### src/rtl/esmp_pkg.sv
`default_nettype none

package esmp_pkg;

    // default sizes
    localparam int ESMP_TIME_WIDTH = 32;
    localparam int ESMP_FRAC_BITS  = 8;

    // configuration port
    localparam int CFG_INDEX_W = 3;
    localparam int CFG_DATA_W  = 16;

    localparam logic [CFG_INDEX_W-1:0] REG_ANGLE_MIN    = 3'd0;
    localparam logic [CFG_INDEX_W-1:0] REG_ANGLE_MAX    = 3'd1;
    localparam logic [CFG_INDEX_W-1:0] REG_ANGLE_DOWN   = 3'd2;
    localparam logic [CFG_INDEX_W-1:0] REG_ANGLE_UP     = 3'd3;
    localparam logic [CFG_INDEX_W-1:0] REG_DETACH_LIMIT = 3'd4;

    localparam logic [7:0]  RST_ANGLE_MIN    = 8'd0;
    localparam logic [7:0]  RST_ANGLE_MAX    = 8'd180;
    localparam logic [7:0]  RST_ANGLE_DOWN   = 8'd10;
    localparam logic [7:0]  RST_ANGLE_UP     = 8'd170;
    localparam logic [15:0] RST_DETACH_LIMIT = 16'd1500;

    // item modes
    localparam logic [1:0] MODE_TICK   = 2'd0;
    localparam logic [1:0] MODE_PRESET = 2'd1;
    localparam logic [1:0] MODE_START  = 2'd2;
    localparam logic [1:0] MODE_RSVD   = 2'd3;

    // preset codes
    localparam logic [2:0] PRESET_DOWN = 3'd0;
    localparam logic [2:0] PRESET_UP   = 3'd1;
    localparam logic [2:0] PRESET_HALF = 3'd2;
    localparam logic [2:0] PRESET_WAVE = 3'd3;

    // move durations in ms
    localparam int DUR_W = 10;
    localparam logic [DUR_W-1:0] DUR_UPDOWN     = 10'd700;
    localparam logic [DUR_W-1:0] DUR_HALF       = 10'd800;
    localparam logic [DUR_W-1:0] DUR_WAVE_FIRST = 10'd400;
    localparam logic [DUR_W-1:0] DUR_WAVE_LEG   = 10'd300;
    localparam logic [DUR_W-1:0] DUR_RETURN     = 10'd600;
    localparam logic [2:0]       WAVE_LEGS      = 3'd6;

    // serial datapath sizes
    localparam int T_BITS = 16;
    localparam int S_BITS = 17;
    localparam int CNT_W  = 5;
    localparam logic [CNT_W-1:0] DIV_LAST = 5'd15;
    localparam logic [CNT_W-1:0] MUL_LAST = 5'd16;
    localparam logic [18:0]      U_BASE   = 19'd196608;

    typedef struct packed {
        logic [1:0]  mode;
        logic [2:0]  preset_code;
        logic [31:0] time_ms;
    } in_item_t;

    typedef struct packed {
        logic [7:0] angle;
        logic       servo_write;
        logic       attached;
        logic       moving;
        logic       preset_ok;
    } out_item_t;

endpackage

`default_nettype wire

### src/rtl/eased_servo_motion_profiler.sv
// eased servo motion profiler
// input channel in_valid / in_stall / in_data carries one item: a start, a
// preset command or a time tick. each item gives exactly one result on the
// output channel out_valid / out_stall / out_data (angle and status flags).
// configuration: cfg_wr_en with cfg_index and cfg_data writes one register
// at a rising edge; write only while no item is in flight.
// start, preset, idle and finishing ticks pass S_EVAL, then S_OUT, which
// loads the output register; a tick inside a move runs the bit-serial
// datapath in between: a 16-step restoring divider for t = elapsed/duration,
// then one shift-add multiplier run 17 steps each for t*t, t2*(3-2t) and the
// angle span times s, with a load step in S_NEXT before each run and after
// the last; the block works on one item at a time.
// in_stall is high while an item is being worked on; the next item is taken
// as soon as the result sits in the output register, even if it waits there.
// when the receiver stalls, the result holds in the output register and a
// following item is held back at its last cycle until the register frees.
// reset clears the motion state, loads the configuration defaults and drops
// out_valid; the block accepts an item in the first cycle after reset.
`default_nettype none

module eased_servo_motion_profiler
    import esmp_pkg::*;
#(
    parameter int TIME_WIDTH      = ESMP_TIME_WIDTH,
    parameter int ANGLE_FRAC_BITS = ESMP_FRAC_BITS
) (
    input  wire logic                   clk,
    input  wire logic                   rst_n,
    input  wire logic                   in_valid,
    output logic                        in_stall,
    input  wire in_item_t               in_data,
    output logic                        out_valid,
    input  wire logic                   out_stall,
    output out_item_t                   out_data,
    input  wire logic                   cfg_wr_en,
    input  wire logic [CFG_INDEX_W-1:0] cfg_index,
    input  wire logic [CFG_DATA_W-1:0]  cfg_data
);

    localparam int F  = ANGLE_FRAC_BITS;
    localparam int AW = 8 + F;
    localparam int MA = (AW + 1 > 19) ? AW + 1 : 19;
    localparam int PW = MA + S_BITS;

    localparam logic [2:0] S_IDLE = 3'd0;
    localparam logic [2:0] S_EVAL = 3'd1;
    localparam logic [2:0] S_DIV  = 3'd2;
    localparam logic [2:0] S_MUL  = 3'd3;
    localparam logic [2:0] S_NEXT = 3'd4;
    localparam logic [2:0] S_OUT  = 3'd5;

    localparam logic [1:0] PH_SQ    = 2'd0;
    localparam logic [1:0] PH_CUBE  = 2'd1;
    localparam logic [1:0] PH_SCALE = 2'd2;
    localparam logic [1:0] PH_DONE  = 2'd3;

    // configuration
    logic [7:0]  min_reg, max_reg, down_reg, up_reg;
    logic [15:0] limit_reg;

    // motion state
    logic [AW-1:0]         cur_reg, cur_next;
    logic [AW-1:0]         start_reg, start_next;
    logic [7:0]            target_reg, target_next;
    logic [TIME_WIDTH-1:0] mstart_reg, mstart_next;
    logic [DUR_W-1:0]      dur_reg, dur_next;
    logic [TIME_WIDTH-1:0] idle_reg, idle_next;
    logic                  drive_reg, drive_next;
    logic                  waving_reg, waving_next;
    logic [2:0]            legs_reg, legs_next;
    logic                  high_reg, high_next;

    // control
    logic [2:0]       state_reg, state_next;
    logic [1:0]       phase_reg, phase_next;
    logic [CNT_W-1:0] cnt_reg, cnt_next;
    logic             wr_reg, wr_next;
    logic             ok_reg, ok_next;
    logic             out_valid_reg, out_valid_next;

    // payload
    logic [1:0]            mode_reg;
    logic [2:0]            code_reg;
    logic [TIME_WIDTH-1:0] now_reg;
    logic [DUR_W-1:0]      rem_reg, rem_next;
    logic [T_BITS-1:0]     q_reg, q_next;
    logic [MA-1:0]         hi_reg, hi_next;
    logic [S_BITS-1:0]     lo_reg, lo_next;
    logic [MA-1:0]         mc_reg, mc_next;
    out_item_t             out_reg, out_next;

    logic                  accept;
    logic [63:0]           time_ext;
    logic [TIME_WIDTH-1:0] elapsed;
    logic [8:0]            mid_sum;
    logic [7:0]            mid_angle;
    logic [DUR_W:0]        div_shift;
    logic                  div_bit;
    logic [MA:0]           mul_sum;
    logic [PW-1:0]         prod;
    logic [18:0]           u_val;
    logic signed [AW:0]    diff;
    logic [AW:0]           round_sum;
    logic                  mv_go;
    logic [7:0]            mv_angle;
    logic [DUR_W-1:0]      mv_dur;

    function automatic logic [7:0] clamp_angle(
        input logic [7:0] a,
        input logic [7:0] lo_lim,
        input logic [7:0] hi_lim
    );
        logic [7:0] r;
        priority if (a < lo_lim) r = lo_lim;
        else if (a > hi_lim)     r = hi_lim;
        else                     r = a;
        return r;
    endfunction

    assign accept    = in_valid && !in_stall;
    assign in_stall  = (state_reg != S_IDLE);
    assign out_valid = out_valid_reg;
    assign out_data  = out_reg;
    assign time_ext  = {32'b0, in_data.time_ms};

    // shared time subtractor: move time while moving, else idle time
    assign elapsed = now_reg - ((dur_reg != '0) ? mstart_reg : idle_reg);

    assign mid_sum   = {1'b0, down_reg} + {1'b0, up_reg};
    assign mid_angle = mid_sum[8:1];

    // one restoring divide step
    assign div_shift = {rem_reg, 1'b0};
    assign div_bit   = (div_shift >= {1'b0, dur_reg});

    // one signed shift-add multiply step
    assign mul_sum = {hi_reg[MA-1], hi_reg}
                   + (lo_reg[0] ? {mc_reg[MA-1], mc_reg} : '0);
    assign prod    = {hi_reg, lo_reg};

    assign u_val     = U_BASE - {2'b00, q_reg, 1'b0};
    assign diff      = signed'({1'b0, target_reg, {F{1'b0}}}) - signed'({1'b0, start_reg});
    assign round_sum = {1'b0, cur_reg} + (AW+1)'(1 << (F - 1));

    // next state and datapath
    always_comb
    begin
        state_next  = state_reg;
        phase_next  = phase_reg;
        cnt_next    = cnt_reg;
        wr_next     = wr_reg;
        ok_next     = ok_reg;
        cur_next    = cur_reg;
        start_next  = start_reg;
        target_next = target_reg;
        mstart_next = mstart_reg;
        dur_next    = dur_reg;
        idle_next   = idle_reg;
        drive_next  = drive_reg;
        waving_next = waving_reg;
        legs_next   = legs_reg;
        high_next   = high_reg;
        rem_next    = rem_reg;
        q_next      = q_reg;
        hi_next     = hi_reg;
        lo_next     = lo_reg;
        mc_next     = mc_reg;
        out_next    = out_reg;
        mv_go       = 1'b0;
        mv_angle    = down_reg;
        mv_dur      = DUR_UPDOWN;
        out_valid_next = out_valid_reg && out_stall;

        unique case (state_reg)
            S_IDLE:
            begin
                if (accept)
                begin
                    state_next = S_EVAL;
                end
            end
            S_EVAL:
            begin
                wr_next    = 1'b0;
                ok_next    = 1'b0;
                state_next = S_OUT;
                unique case (mode_reg)
                    MODE_START:
                    begin
                        cur_next    = {down_reg, {F{1'b0}}};
                        start_next  = {down_reg, {F{1'b0}}};
                        target_next = down_reg;
                        dur_next    = '0;
                        waving_next = 1'b0;
                        drive_next  = 1'b1;
                        idle_next   = now_reg;
                        wr_next     = 1'b1;
                    end
                    MODE_PRESET:
                    begin
                        waving_next = 1'b0;
                        ok_next     = 1'b1;
                        unique case (code_reg)
                            PRESET_DOWN:
                            begin
                                mv_go    = 1'b1;
                                mv_angle = down_reg;
                                mv_dur   = DUR_UPDOWN;
                            end
                            PRESET_UP:
                            begin
                                mv_go    = 1'b1;
                                mv_angle = up_reg;
                                mv_dur   = DUR_UPDOWN;
                            end
                            PRESET_HALF:
                            begin
                                mv_go    = 1'b1;
                                mv_angle = mid_angle;
                                mv_dur   = DUR_HALF;
                            end
                            PRESET_WAVE:
                            begin
                                waving_next = 1'b1;
                                legs_next   = WAVE_LEGS;
                                high_next   = 1'b1;
                                mv_go       = 1'b1;
                                mv_angle    = up_reg;
                                mv_dur      = DUR_WAVE_FIRST;
                            end
                            default:
                            begin
                                ok_next = 1'b0;
                            end
                        endcase
                    end
                    MODE_TICK:
                    begin
                        if (dur_reg != '0)
                        begin
                            drive_next = 1'b1;
                            wr_next    = 1'b1;
                            if (elapsed >= TIME_WIDTH'(dur_reg))
                            begin
                                // leg done: land on target, chain wave leg or return
                                cur_next  = {target_reg, {F{1'b0}}};
                                dur_next  = '0;
                                idle_next = now_reg;
                                if (waving_reg && legs_reg != '0)
                                begin
                                    legs_next = legs_reg - 3'd1;
                                    high_next = !high_reg;
                                    mv_go     = 1'b1;
                                    mv_angle  = high_reg ? mid_angle : up_reg;
                                    mv_dur    = DUR_WAVE_LEG;
                                end
                                else if (waving_reg)
                                begin
                                    waving_next = 1'b0;
                                    mv_go       = 1'b1;
                                    mv_angle    = down_reg;
                                    mv_dur      = DUR_RETURN;
                                end
                            end
                            else
                            begin
                                // elapsed is below the duration, so it fits its width
                                rem_next   = elapsed[DUR_W-1:0];
                                cnt_next   = '0;
                                state_next = S_DIV;
                            end
                        end
                        else if (drive_reg && elapsed > TIME_WIDTH'(limit_reg))
                        begin
                            drive_next = 1'b0;
                        end
                    end
                    MODE_RSVD:
                    begin
                    end
                endcase
            end
            S_DIV:
            begin
                rem_next = div_bit ? DUR_W'(div_shift - {1'b0, dur_reg})
                                   : div_shift[DUR_W-1:0];
                q_next   = {q_reg[T_BITS-2:0], div_bit};
                cnt_next = cnt_reg + 5'd1;
                if (cnt_reg == DIV_LAST)
                begin
                    phase_next = PH_SQ;
                    state_next = S_NEXT;
                end
            end
            S_MUL:
            begin
                hi_next  = mul_sum[MA:1];
                lo_next  = {mul_sum[0], lo_reg[S_BITS-1:1]};
                cnt_next = cnt_reg + 5'd1;
                if (cnt_reg == MUL_LAST)
                begin
                    state_next = S_NEXT;
                end
            end
            S_NEXT:
            begin
                hi_next    = '0;
                cnt_next   = '0;
                state_next = S_MUL;
                unique case (phase_reg)
                    PH_SQ:
                    begin
                        mc_next    = MA'(q_reg);
                        lo_next    = S_BITS'(q_reg);
                        phase_next = PH_CUBE;
                    end
                    PH_CUBE:
                    begin
                        // t2 times (3 - 2t)
                        mc_next    = MA'(u_val);
                        lo_next    = S_BITS'(prod[31:16]);
                        phase_next = PH_SCALE;
                    end
                    PH_SCALE:
                    begin
                        // angle span times s
                        mc_next    = MA'(diff);
                        lo_next    = prod[32:16];
                        phase_next = PH_DONE;
                    end
                    PH_DONE:
                    begin
                        // floor of the signed product over 2^16
                        cur_next   = start_reg + prod[AW+15:16];
                        state_next = S_OUT;
                    end
                endcase
            end
            S_OUT:
            begin
                if (!out_valid_reg || !out_stall)
                begin
                    out_next.angle       = round_sum[AW-1:F];
                    out_next.servo_write = wr_reg;
                    out_next.attached    = drive_reg;
                    out_next.moving      = (dur_reg != '0);
                    out_next.preset_ok   = ok_reg;
                    out_valid_next       = 1'b1;
                    state_next           = S_IDLE;
                end
            end
            default:
            begin
                state_next = S_IDLE;
            end
        endcase

        // start a timed move from the angle just reached
        if (mv_go)
        begin
            target_next = clamp_angle(mv_angle, min_reg, max_reg);
            start_next  = cur_next;
            mstart_next = now_reg;
            dur_next    = mv_dur;
            drive_next  = 1'b1;
        end
    end

    // control, motion state and configuration
    always_ff @(posedge clk or negedge rst_n)
    begin
        if (!rst_n)
        begin
            state_reg     <= S_IDLE;
            phase_reg     <= PH_SQ;
            cnt_reg       <= '0;
            wr_reg        <= 1'b0;
            ok_reg        <= 1'b0;
            out_valid_reg <= 1'b0;
            cur_reg       <= '0;
            start_reg     <= '0;
            target_reg    <= '0;
            mstart_reg    <= '0;
            dur_reg       <= '0;
            idle_reg      <= '0;
            drive_reg     <= 1'b0;
            waving_reg    <= 1'b0;
            legs_reg      <= '0;
            high_reg      <= 1'b0;
            min_reg       <= RST_ANGLE_MIN;
            max_reg       <= RST_ANGLE_MAX;
            down_reg      <= RST_ANGLE_DOWN;
            up_reg        <= RST_ANGLE_UP;
            limit_reg     <= RST_DETACH_LIMIT;
        end
        else
        begin
            state_reg     <= state_next;
            phase_reg     <= phase_next;
            cnt_reg       <= cnt_next;
            wr_reg        <= wr_next;
            ok_reg        <= ok_next;
            out_valid_reg <= out_valid_next;
            cur_reg       <= cur_next;
            start_reg     <= start_next;
            target_reg    <= target_next;
            mstart_reg    <= mstart_next;
            dur_reg       <= dur_next;
            idle_reg      <= idle_next;
            drive_reg     <= drive_next;
            waving_reg    <= waving_next;
            legs_reg      <= legs_next;
            high_reg      <= high_next;
            if (cfg_wr_en)
            begin
                unique case (cfg_index)
                    REG_ANGLE_MIN:    min_reg   <= cfg_data[7:0];
                    REG_ANGLE_MAX:    max_reg   <= cfg_data[7:0];
                    REG_ANGLE_DOWN:   down_reg  <= cfg_data[7:0];
                    REG_ANGLE_UP:     up_reg    <= cfg_data[7:0];
                    REG_DETACH_LIMIT: limit_reg <= cfg_data;
                    default:
                    begin
                    end
                endcase
            end
        end
    end

    // item capture and serial datapath
    always_ff @(posedge clk)
    begin
        if (accept)
        begin
            mode_reg <= in_data.mode;
            code_reg <= in_data.preset_code;
            now_reg  <= time_ext[TIME_WIDTH-1:0];
        end
        rem_reg <= rem_next;
        q_reg   <= q_next;
        hi_reg  <= hi_next;
        lo_reg  <= lo_next;
        mc_reg  <= mc_next;
        out_reg <= out_next;
    end

`ifndef SYNTH
    // a transfer always leads into evaluation
    assert property (@(posedge clk) disable iff (!rst_n)
        accept |=> state_reg == S_EVAL)
        else $error("accepted item did not enter evaluation");

    // a pending move always keeps the drive on
    assert property (@(posedge clk) disable iff (!rst_n)
        dur_reg != '0 |-> drive_reg)
        else $error("move pending with drive off");

    // waving always has a leg in progress
    assert property (@(posedge clk) disable iff (!rst_n)
        waving_reg |-> dur_reg != '0)
        else $error("waving without a move");

    // divider remainder stays below the divisor
    assert property (@(posedge clk) disable iff (!rst_n)
        state_reg == S_DIV |-> rem_reg < dur_reg)
        else $error("divider remainder out of range");

    // wave leg count never exceeds its load value
    assert property (@(posedge clk) disable iff (!rst_n)
        legs_reg <= WAVE_LEGS)
        else $error("wave leg count out of range");
`endif

endmodule

`default_nettype wire
### config.mk
export PLATFORM = sky130hd
export DESIGN_NAME = eased_servo_motion_profiler
export DESIGN_NICKNAME = d
export VERILOG_FILES = /design/src/rtl/esmp_pkg.sv /design/src/rtl/eased_servo_motion_profiler.sv
export SDC_FILE = /design/constraint.sdc
export NUM_CORES = 1
export LEC_CHECK = 0
export BUFFER_PORTS_ARGS = -buffer_cell sky130_fd_sc_hd__buf_2
export CORE_ASPECT_RATIO = 1.75
export CORE_MARGIN = 2
export CORE_UTILIZATION = 50
export CTS_CLUSTER_DIAMETER = 200
export CTS_CLUSTER_SIZE = 25
export DETAILED_ROUTE_END_ITERATION = 10
export PLACE_DENSITY = 0.65
export SETUP_SLACK_MARGIN = 0.15
export SLEW_MARGIN = 20
export SYNTH_ARGS = -nofsm -noshare
export SYNTH_HDL_FRONTEND = slang
export SYNTH_SLANG_ARGS = --single-unit
### constraint.sdc
create_clock -name clk -period 8.2 [get_ports clk]
set_input_delay 1.64 -clock clk [delete_from_list [all_inputs] [get_ports clk]]
set_output_delay 1.64 -clock clk [all_outputs]
set_load 0.005 [all_outputs]
==> qor.csv, run 1 <==
stage,metric,value,unit
outcome,outcome,completed,
synth,syn-num-nets,2259,
clock_network,clk_latency,0.54,ns
setup_path,r2r_slack,0.78,ns
global_route,grt_pass1_wl,84700,µm
synth,synthFlopType,dfrtp_1,
floorplanning,core-area,38200,µm²
synth,synthTopCellsByCount,"nand2_1, nor2_1, dfrtp_1",
clock_network,cts_made_buffers,16,
setup_path,crit_family,compound AO/OA/AOI/OAI gates,
setup_path,crit_top_cell,o21ai_0,
setup_path,start_kind,register,
power_and_ir_drop,p_leak,9.14,nW
floorplanning,num_rows,95,
timing,max_slew.worst_pin.slew,1.15,ns
synth,yosysTopAreaCell,dfrtp_1,
timing,finalSetupTns,0,ns
setup_path,worst-setup-path-type,reg -> reg,
placed_design,port_buffers,74,
global_route,gr-total-overflow,0,
worst_hold_path,holdCritPathClass,reg -> reg,
timing,finalCriticalPeriod,7.42,ns
clock_network,cts_root_buf,clkbuf_16,
cells_and_area,drive_above_1_share,9.91,%
setup_path,arrival,7.85,ns
global_route,grt_pass1_vias,16100,
run,cap_violations,0,
cells_and_area,antennaDiodeCount,0,
route,vias,15600,
cells_and_area,fillers,3535,
floorplanning,start_util,50.3,%
synth,netlist.area_leader.share,21.1,%
route,avgViaCountPerCell,6.03,
setup_path,r2r_start,dur_reg[2],
synth,async_flop_share,57.9,%
power_and_ir_drop,power_density,447,nW/µm²
clock_network,cts_buffer_depth,3,
setup_path,required,8.63,ns
synth,synth.most_common_cell,nand2_1,
floorplanning,die_width,152,µm
timing,maxSlewViolCount,0,
route,drt.antenna.violating_nets,0,
placed_design,place_area,20100,µm²
timing,fin_crit_sh,90.5,%
worst_hold_path,whs_endpoint,out_data[3],
setup_path,worst_path_max_delay_cell,or4_1,
global_route,grt_max_degree,68,
global_route,antenna_found_initial,0,
setup_path,ff2ff_path_depth,36,
timing,finalHoldViolations,0,
cells_and_area,final_nets,2305,
synth,synth_cell_types,79,
route,drc,0,
worst_hold_path,worstHoldStart,wr_reg,
cells_and_area,syn_to_final_growth,7.67,%
timing,relSlewSlack,23.1,%
route,wirelength,54000,µm
setup_path,critPathCaptureType,register,
route,drt_iter0_markers,792,
setup_path,reg2reg_to,target_reg[6],
clock_network,cts_tree,built,
synth,yosys_register_bits,309,
placed_design,hpwl,42100,µm
timing,fmax,135,MHz
timing,finalClockSkew,0.0398,ns
setup_path,worst-path-buf-inv,4,
synth,syn_area,19200,µm²
synth,synth_edf_count,130,
placed_design,place_congestion,0.935,
setup_path,cp_max_fo,12,
route,drt-pass1-iter-count,5,
synth,synth_cells,2054,
floorplanning,io_pins,75,
synth,synth_warnings,0,
setup_path,cpPeakStageDelay,0.59,ns
floorplanning,design.die.area,40100,µm²
clock_network,clk_pin_slew_worst_paths,0.11,ns
route,wl_per_cell,20.8,µm
synth,syn_area_per_cell,9.35,µm²
clock_network,clkSinkCount,309,
power_and_ir_drop,vdd_drop_max,0.289,mV
floorplanning,die_y,263,µm
cells_and_area,final_area,20700,µm²
worst_hold_path,min_path_cells,0,
global_route,gr-usage-all-layers,26.5,%
synth,synthTopCellsByArea,"dfrtp_1, edfxtp_1, ha_1, nand2_1, nor2_1",
synth,ys_seq_area_share,43.8,%
timing,rsz0062_at_grt,no,
timing,setup_viol,0,
clock_network,cts-htree-levels,1,
power breakdown:
| part | switching [mW] | leakage, nW | total [mW] | internal, mW |
|---|---|---|---|---|
| sequential | 0.463 | 3.43 | 2.74 | 2.28 |
| combinational | 3.40 | 5.49 | 5.58 | 2.18 |
| clock | 0.528 | 0.229 | 0.925 | 0.398 |
how the worst max path moves through the flow:
stage,start,endpoint,slack (ns),cells after the start
after detailed placement,dur_reg[2],target_reg[5],0.56,34
after floorplan,dur_reg[2],target_reg[6],0.85,36
final,dur_reg[2],target_reg[6],0.78,36
after global placement,dur_reg[2],target_reg[3],0.69,28
after CTS,dur_reg[2],target_reg[6],0.54,34
after global routing,dur_reg[2],target_reg[5],0.13,35
worst register-to-register path: cells and delay by family, from the launching register on:
family | cells | cell delay [ns]
and+or+nand+nor | 13 | 2.34
DFF | 1 | 0.45
xor gates and xnor gates | 1 | 0.25
AOI/OAI and AO/OA | 14 | 2.44
buffers and inverters | 4 | 0.70
adders and majority gates | 3 | 0.79
muxes | 1 | 0.36
kinds of logic after synthesis:
group	count (synthesis)	share of synthesized area [%]
AND/OR/NAND/NOR	757	18.0
AO/OA/AOI/OAI	514	17.5
flip-flops	309	43.8
buffers and inverters	177	3.57
adder cells (fa/ha/maj)	144	9.58
XOR/XNOR	86	3.92
multiplexers	67	3.68
stage by stage:
step	hold WS (ns)	power, mW	cells	worst slack (ns)	util, %
floorplan	0.424	6.62	2054	0.850	-
CTS	0.483	9.22	2591	0.542	54.0
global placement	0.456	8.14	2562	0.693	52.7
global route	0.492	9.99	2595	0.131	54.2
detailed placement	0.459	8.27	2563	0.559	52.8
finish	0.471	9.25	2595	0.778	54.2
cells in the final DEF, fill, tap and decap left out, types with 19 or more instances in the layout:
cell / Yosys / layout
nand4_1: 20 / 20
nor3_1: 36 / 35
mux2i_1: 38 / 38
xor2_1: 29 / 29
buf_4: 2 / 29
a221oi_1: 25 / 25
dfrtp_1: 162 / 162
a21oi_1: 123 / 122
nor2b_1: 29 / 29
nand2b_1: 25 / 25
nor2_1: 167 / 162
and3_1: 26 / 26
o21a_1: 21 / 20
xnor2_1: 57 / 56
a31oi_1: 19 / 19
ha_1: 139 / 139
buf_2: 11 / 73
nand3_1: 32 / 32
edfxtp_1: 130 / 130
nand2_1: 336 / 336
inv_1: 99 / 98
and2_1: 29 / 29
o21bai_1: 19 / 19
o21ai_0: 121 / 119
a21o_1: 47 / 47
mux2_2: 29 / 29
o22ai_1: 21 / 21
layer usage:
layer	vias up	global-route usage [%]	wire, µm
li1	7457	-	-
met1	7621	25.9	18700
met2	398	52.7	30000
met3	173	2.27	1670
met4	0	16.4	3650
met5	-	0	0
timing repair:
action	in CTS	in global routing
hold buffers	0	0
setup endpoints to repair	0	8
resized for setup	0	8
setup buffers	0	4
area by class of cell:
class | count | area [µm²] | area share, %
Clock buffer | 27 | 463 | 2.24
Tap cell | 485 | 607 | 2.93
Sequential cell | 309 | 8400 | 40.6
Timing Repair Buffer | 105 | 626 | 3.03
Clock inverter | 1 | 16.3 | 0.0787
Multi-Input combinational cell | 1568 | 10200 | 49.3
Inverter | 100 | 375 | 1.82
Note: power is estimated with default switching activity, not from simulation.
==> run 2: changes to the inputs <==
--- a/config.mk
+++ b/config.mk
@@ -5,6 +5,7 @@
 export SDC_FILE = /design/constraint.sdc
 export NUM_CORES = 1
 export LEC_CHECK = 0
+export ABC_AREA = 1
 export BUFFER_PORTS_ARGS = -buffer_cell sky130_fd_sc_hd__buf_2
 export CORE_ASPECT_RATIO = 1.75
 export CORE_MARGIN = 2
==> run 2 against run 1 <==
Against the previous run:
- hold slack worse by 0.0015 ns
- sequential share of layout area down 1.4 points
- utilization down 0.38 points
- worst setup slack better by 0.58 ns
- via count up 11%
- fmax up 8.5%
- non-clock buffer count down 14
- clock skew down 0.0041 ns
- first-iteration DRC count up 21%
- synthesized cell count up 25%
- routed wire length up 9.1%
- critical path type unchanged
- highest routed layer unchanged
==> qor.csv, run 2 <==
stage,metric,value,unit
floorplanning,die_width,155,µm
synth,netlist.area_leader.share,20.2,%
cells_and_area,antennaDiodeCount,0,
global_route,gr-usage-all-layers,28.3,%
timing,max_slew.worst_pin.slew,1.08,ns
clock_network,hold_buffers,0,
floorplanning,start_util,50.4,%
synth,synthTopCellsByCount,"nand2_1, inv_1, o21ai_0",
placed_design,port_buffers,74,
setup_path,start_kind,register,
floorplanning,num_rows,97,
clock_network,post_cts_buffers,0,
synth,syn_area,20100,µm²
synth,async_flop_share,57.9,%
setup_path,crit_top_cell,nand2_1,
timing,finalSetupTns,0,ns
global_route,grt_pass1_wl,91600,µm
route,wl_per_cell,18.9,µm
cells_and_area,final_nets,2818,
setup_path,r2r_slack,1.36,ns
global_route,grt.busiest_layer,met2,
route,vias,17400,
clock_network,cts_made_buffers,16,
setup_path,crit_family,simple AND/OR/NAND/NOR gates,
timing,fmax,146,MHz
clock_network,cts_tree,built,
cells_and_area,final_common_cell,nand2_1,
synth,yosysTopAreaCell,dfrtp_1,
global_route,antenna_found_initial,0,
placed_design,place_congestion,0.937,
global_route,gr-total-overflow,0,
setup_path,critPathCaptureType,register,
timing,finalClockSkew,0.0356,ns
run,cap_violations,0,
clock_network,cts_resized,0,
timing,setup_viol,0,
setup_path,cpPeakStageDelay,0.67,ns
cells_and_area,syn_to_final_growth,6.75,%
global_route,grt_pass1_vias,17700,
synth,synth_warnings,0,
synth,synthTopCellsByArea,"dfrtp_1, edfxtp_1, nand2_1, ha_1, inv_1",
synth,synth.most_common_cell,nand2_1,
floorplanning,io_pins,75,
timing,finalCriticalPeriod,6.84,ns
outcome,outcome,completed,
clock_network,clkSinkCount,309,
synth,yosys_register_bits,309,
global_route,grt_max_degree,73,
route,drt-pass1-iter-count,6,
synth,synth_cell_types,59,
setup_path,worst-path-buf-inv,5,
clock_network,clk_pin_slew_worst_paths,0.10,ns
placed_design,dp_cells,3090,
clock_network,cts_buffer_depth,3,
route,drc,0,
route,drt_iter0_markers,959,
floorplanning,die_y,269,µm
synth,syn_area_per_cell,7.82,µm²
setup_path,required,8.62,ns
floorplanning,design.die.area,41800,µm²
synth,synth_edf_count,130,
synth,synthFlopType,dfrtp_1,
clock_network,cts_root_buf,clkbuf_16,
synth,synth_cells,2565,
worst_hold_path,holdCritPathClass,reg -> reg,
synth,syn-num-nets,2770,
timing,rsz0062_at_grt,no,
global_route,grt_util_met1,25.3,%
cells_and_area,final_cells,3118,
route,avgViaCountPerCell,5.59,
synth,ys_seq_area_share,41.9,%
timing,maxSlewViolCount,0,
cells_and_area,layout_common_cells,"nand2_1, inv_1, o21ai_0, nor2_1, dfrtp_1",
cells_and_area,drive_above_1_share,8.43,%
cells_and_area,fillers,3891,
clock_network,clk_latency,0.54,ns
clock_network,cts-htree-levels,1,
setup_path,worst_path_max_delay_cell,clkinv_1,
setup_path,cp_max_fo,27,
setup_path,worst-setup-path-type,reg -> reg,
timing,fin_crit_sh,83.5,%
floorplanning,core-area,39800,µm²
setup_path,arrival,7.27,ns
route,drt.antenna.violating_nets,0,
placed_design,hpwl,47300,µm
route,wirelength,58900,µm
global_route,grt_util_met2,56.7,%
timing,finalHoldViolations,0,
global_route,grtUsageMet3,2.27,%
timing,relSlewSlack,28.1,%
-- run 2: cell count changes in the layout (fill, tap and decap cells not counted), sizes merged, moves of 41 or more --
cell	previous run	this run
inv	101	405
a21o	47	5
xnor2	57	5
o21ai	128	233
nand3	32	126
nand2	336	678
nor2	169	210
-- run 2: stage by stage --
step | cell area [µm²] | hold slack [ns] | utilization (%) | worst slack (ns)
final | 21400 | 0.470 | 53.8 | 1.36
after global routing | 21400 | 0.483 | 53.8 | 0.681
after CTS | 21400 | 0.469 | 53.8 | 1.09
after detailed placement | 20900 | 0.442 | 52.6 | 1.11
after global placement | 20900 | 0.438 | 52.6 | 1.24
after floorplan | 20100 | 0.425 | - | 2.63
-- run 2: cell type report --
type,count,area [µm²],area share [%]
inverter,408,1530,7.15
multi-input combinational,1787,9880,46.1
clock buffer,27,463,2.16
timing repair buffer,91,504,2.35
sequential,309,8400,39.2
tap,495,619,2.89
clock inverter,1,16.3,0.0759
-- run 2: worst paths after layout --
path | start | end | cells after the start
min reg2reg | drive_reg | out_data[2] | 0
max reg2reg | dur_reg[2] | target_reg[0] | 36
max in group asynchronous | rst_n | cur_reg[15] | 2
min in group asynchronous | rst_n | idle_reg[20] | 1
max | dur_reg[2] | target_reg[0] | 36
min | drive_reg | out_data[2] | 0
-- run 2: logic make-up (layout without fill, tap and decap cells) --
| group | after synthesis | after routing | share of synthesized area [%] |
|---|---|---|---|
| compound gates | 500 | 500 | 14.1 |
| xor+xnor | 34 | 34 | 1.52 |
| buf+inv | 469 | 527 | 9.01 |
| flops | 309 | 309 | 41.9 |
| fa+ha+maj | 144 | 144 | 9.17 |
| simple gates | 1077 | 1077 | 22.6 |
| mux | 32 | 32 | 1.78 |
-- run 2: routing by layer --
metal	part of all wire (%)	vias to the layer above
met5	0	-
met4	9.1	0
met3	2.8	218
met2	55	471
met1	33	8204
li1	-	8533
Power of run 2 is left out: the tool's default activity adds up to more than one toggle a clock period on the data nets, which glitch-free logic cannot reach.
==> run 3: changes to the inputs <==
--- a/config.mk
+++ b/config.mk
@@ -5,7 +5,7 @@
 export SDC_FILE = /design/constraint.sdc
 export NUM_CORES = 1
 export LEC_CHECK = 0
-export ABC_AREA = 1
+export ABC_AREA = 0
 export BUFFER_PORTS_ARGS = -buffer_cell sky130_fd_sc_hd__buf_2
 export CORE_ASPECT_RATIO = 1.75
 export CORE_MARGIN = 2
@@ -13,7 +13,7 @@
 export CTS_CLUSTER_DIAMETER = 200
 export CTS_CLUSTER_SIZE = 25
 export DETAILED_ROUTE_END_ITERATION = 10
-export PLACE_DENSITY = 0.65
+export PLACE_DENSITY = 0.67
 export SETUP_SLACK_MARGIN = 0.15
 export SLEW_MARGIN = 20
 export SYNTH_ARGS = -nofsm -noshare
==> constraint.sdc (replaced) <==
create_clock -name clk -period 5.7 [get_ports clk]
set_input_delay 1.14 -clock clk [delete_from_list [all_inputs] [get_ports clk]]
set_output_delay 1.14 -clock clk [all_outputs]
set_load 0.005 [all_outputs]
==> run 3 against run 2 <==
Against the previous run:
- the flow now finishes with violations (setup timing)
- clock skew up 0.010 ns
- clock-buffer cell count unchanged
- non-clock buffer count up 201
- routed wire length down 6.6%
- via count down 6.9%
- final area up 5.4%
- cell count down 11%
- utilization up 5.4 points
- worst setup slack worse by 2.1 ns
- largest cell class unchanged
==> qor.csv, run 3 (synthesized netlist as in run 1, its figures left out) <==
stage,metric,value,unit
floorplanning,num_rows,95,
route,drt-pass1-iter-count,5,
setup_path,cpPeakStageDelay,0.57,ns
route,wirelength,55000,µm
route,drt_iter0_markers,829,
setup_path,required,6.14,ns
run,cap_violations,0,
timing,finalSetupTns,-5.92,ns
cells_and_area,final_common_cell,nand2_1,
route,drt.antenna.violating_nets,0,
timing,max_slew.worst_pin.slew,0.917,ns
global_route,antenna_found_initial,0,
timing,finalCriticalPeriod,6.47,ns
placed_design,dp_cells,2735,
power_and_ir_drop,vdd_drop_max,0.483,mV
global_route,gr-total-overflow,0,
timing,fin_crit_sh,114,%
cells_and_area,syn_to_final_growth,17.6,%
clock_network,clk_latency,0.55,ns
power_and_ir_drop,switching_share,44.7,%
clock_network,cts_made_buffers,16,
timing,finalHoldViolations,0,
cells_and_area,final_cells,2782,
route,avgViaCountPerCell,5.83,
global_route,gr-usage-all-layers,27.2,%
setup_path,worst_path_max_delay_cell,or4_4,
placed_design,port_buffers,74,
timing,setup_slack,-0.773,ns
setup_path,start_kind,register,
global_route,grt_max_degree,105,
clock_network,clk_pin_slew_worst_paths,0.12,ns
floorplanning,core-area,38200,µm²
placed_design,hpwl,42600,µm
worst_hold_path,holdCritPathClass,reg -> reg,
clock_network,cts_buffer_depth,3,
global_route,grt_pass1_vias,16900,
setup_path,cp_max_fo,7,
power_and_ir_drop,clkPwrFrac,8.6,%
floorplanning,die_y,263,µm
power_and_ir_drop,p_seq_share,25.5,%
floorplanning,start_util,50.3,%
route,vias,16200,
setup_path,crit_family,compound AO/OA/AOI/OAI gates,
placed_design,place_congestion,0.959,
power_and_ir_drop,p_comb_share,65.8,%
power_and_ir_drop,p_total,15.4,mW
setup_path,worst-path-buf-inv,5,
setup_path,crit_top_cell,buf_4,
global_route,grt_pass1_wl,87800,µm
outcome,violations,setup timing,
power_and_ir_drop,power_density,681,nW/µm²
floorplanning,io_pins,75,
route,wl_per_cell,19.8,µm
setup_path,arrival,6.91,ns
floorplanning,die_width,152,µm
placed_design,pre_cts_ws,-1.12,ns
clock_network,clkSinkCount,309,
clock_network,cts_root_buf,clkbuf_16,
floorplanning,design.die.area,40100,µm²
route,drc,0,
cells_and_area,drive_above_1_share,19.5,%
clock_network,hold_buffers,0,
power_and_ir_drop,switching_power,6.88,mW
clock_network,cts-htree-levels,1,
timing,setup_viol,8,
timing,relSlewSlack,38.7,%
cells_and_area,final_nets,2492,
outcome,outcome,finished with violations,
timing,finalClockSkew,0.0460,ns
timing,rsz0062_at_grt,yes,
setup_path,critPathCaptureType,register,
clock_network,cts_tree,built,
timing,maxSlewViolCount,0,
cells_and_area,antennaDiodeCount,0,
timing,fin_hold_ws,0.477,ns
power_and_ir_drop,p_leak,10.2,nW
timing,fmax,154,MHz
setup_path,worst-setup-path-type,reg -> reg,
power_and_ir_drop,p_int,8.51,mW
cells_and_area,layout_common_cells,"nand2_1, buf_4, dfrtp_1, nor2_1, ha_1",
run 3: changes by cell type in the layout (fill, tap and decap cells not counted), moves of 27 or more:
cell,before,now
mux2i_1,3,38
a21oi_1,158,113
nand2_1,654,333
nand3_1,120,31
buf_4,17,201
o21ai_0,218,102
a21o_1,5,46
nor2_1,190,161
xnor2_1,5,55
inv_1,398,97
nor2b_1,0,27
run 3: worst register-to-register path: cells and delay by family, from the launching register on:
family | cells | cell delay (ns)
AOI/OAI and AO/OA | 13 | 2.20
and+or+nand+nor | 8 | 1.89
DFF | 1 | 0.40
muxes | 2 | 0.47
buffers and inverters | 5 | 0.73
adders and majority gates | 2 | 0.48
xor gates and xnor gates | 1 | 0.22
run 3: what timing repair did:
action                                  CTS  global route
endpoints found under the setup margin   13           131
gates cloned                              1             1
pin swaps                                16            30
resized for setup                        36            52
buffers inserted                         11             5
run 3: metal layers:
metal,global-route usage (%),routed length [µm],vias up,part of all wire [%]
met5,0,0,-,0
met4,15.6,3460,0,6.3
met3,1.98,1680,158,3.1
met2,54.3,30800,389,56
met1,27.0,19100,7850,35
li1,-,-,7818,-
run 3: final cells by class:
class	count	area [µm²]
fill	3337	15600
multi-input combinational	1568	10600
sequential	309	8400
timing repair buffer	292	2160
tap	485	607
clock buffer	27	463
inverter	100	378
clock inverter	1	16.3
run 3: worst paths after layout:
kind / startpoint / to / slack (ns) / cells after the start
max: dur_reg[9] / target_reg[7] / -0.77 / 31
min: ok_reg / out_data[0] / 0.48 / 0
max reg2reg: dur_reg[9] / target_reg[7] / -0.77 / 31
min reg2reg: ok_reg / out_data[0] / 0.48 / 0
max in group asynchronous: rst_n / idle_reg[21] / 3.99 / 2
min in group asynchronous: rst_n / min_reg[4] / 0.60 / 1
run 3: per-stage QoR:
step / cell area [µm²] / util [%]
floorplan: 19300 / -
global placement: 21600 / 56.5
detailed placement: 21600 / 56.5
CTS: 22300 / 58.4
global route: 22600 / 59.2
finish: 22600 / 59.2
run 3: power by group through the flow:
stage	combinational (mW)	clock, mW	sequential, mW
after floorplan	5.99	0	3.68
after global placement	9.31	0	3.94
after detailed placement	9.52	0	3.97
after CTS	9.83	1.36	3.92
after global routing	11.1	1.44	4.00
final	10.1	1.33	3.93
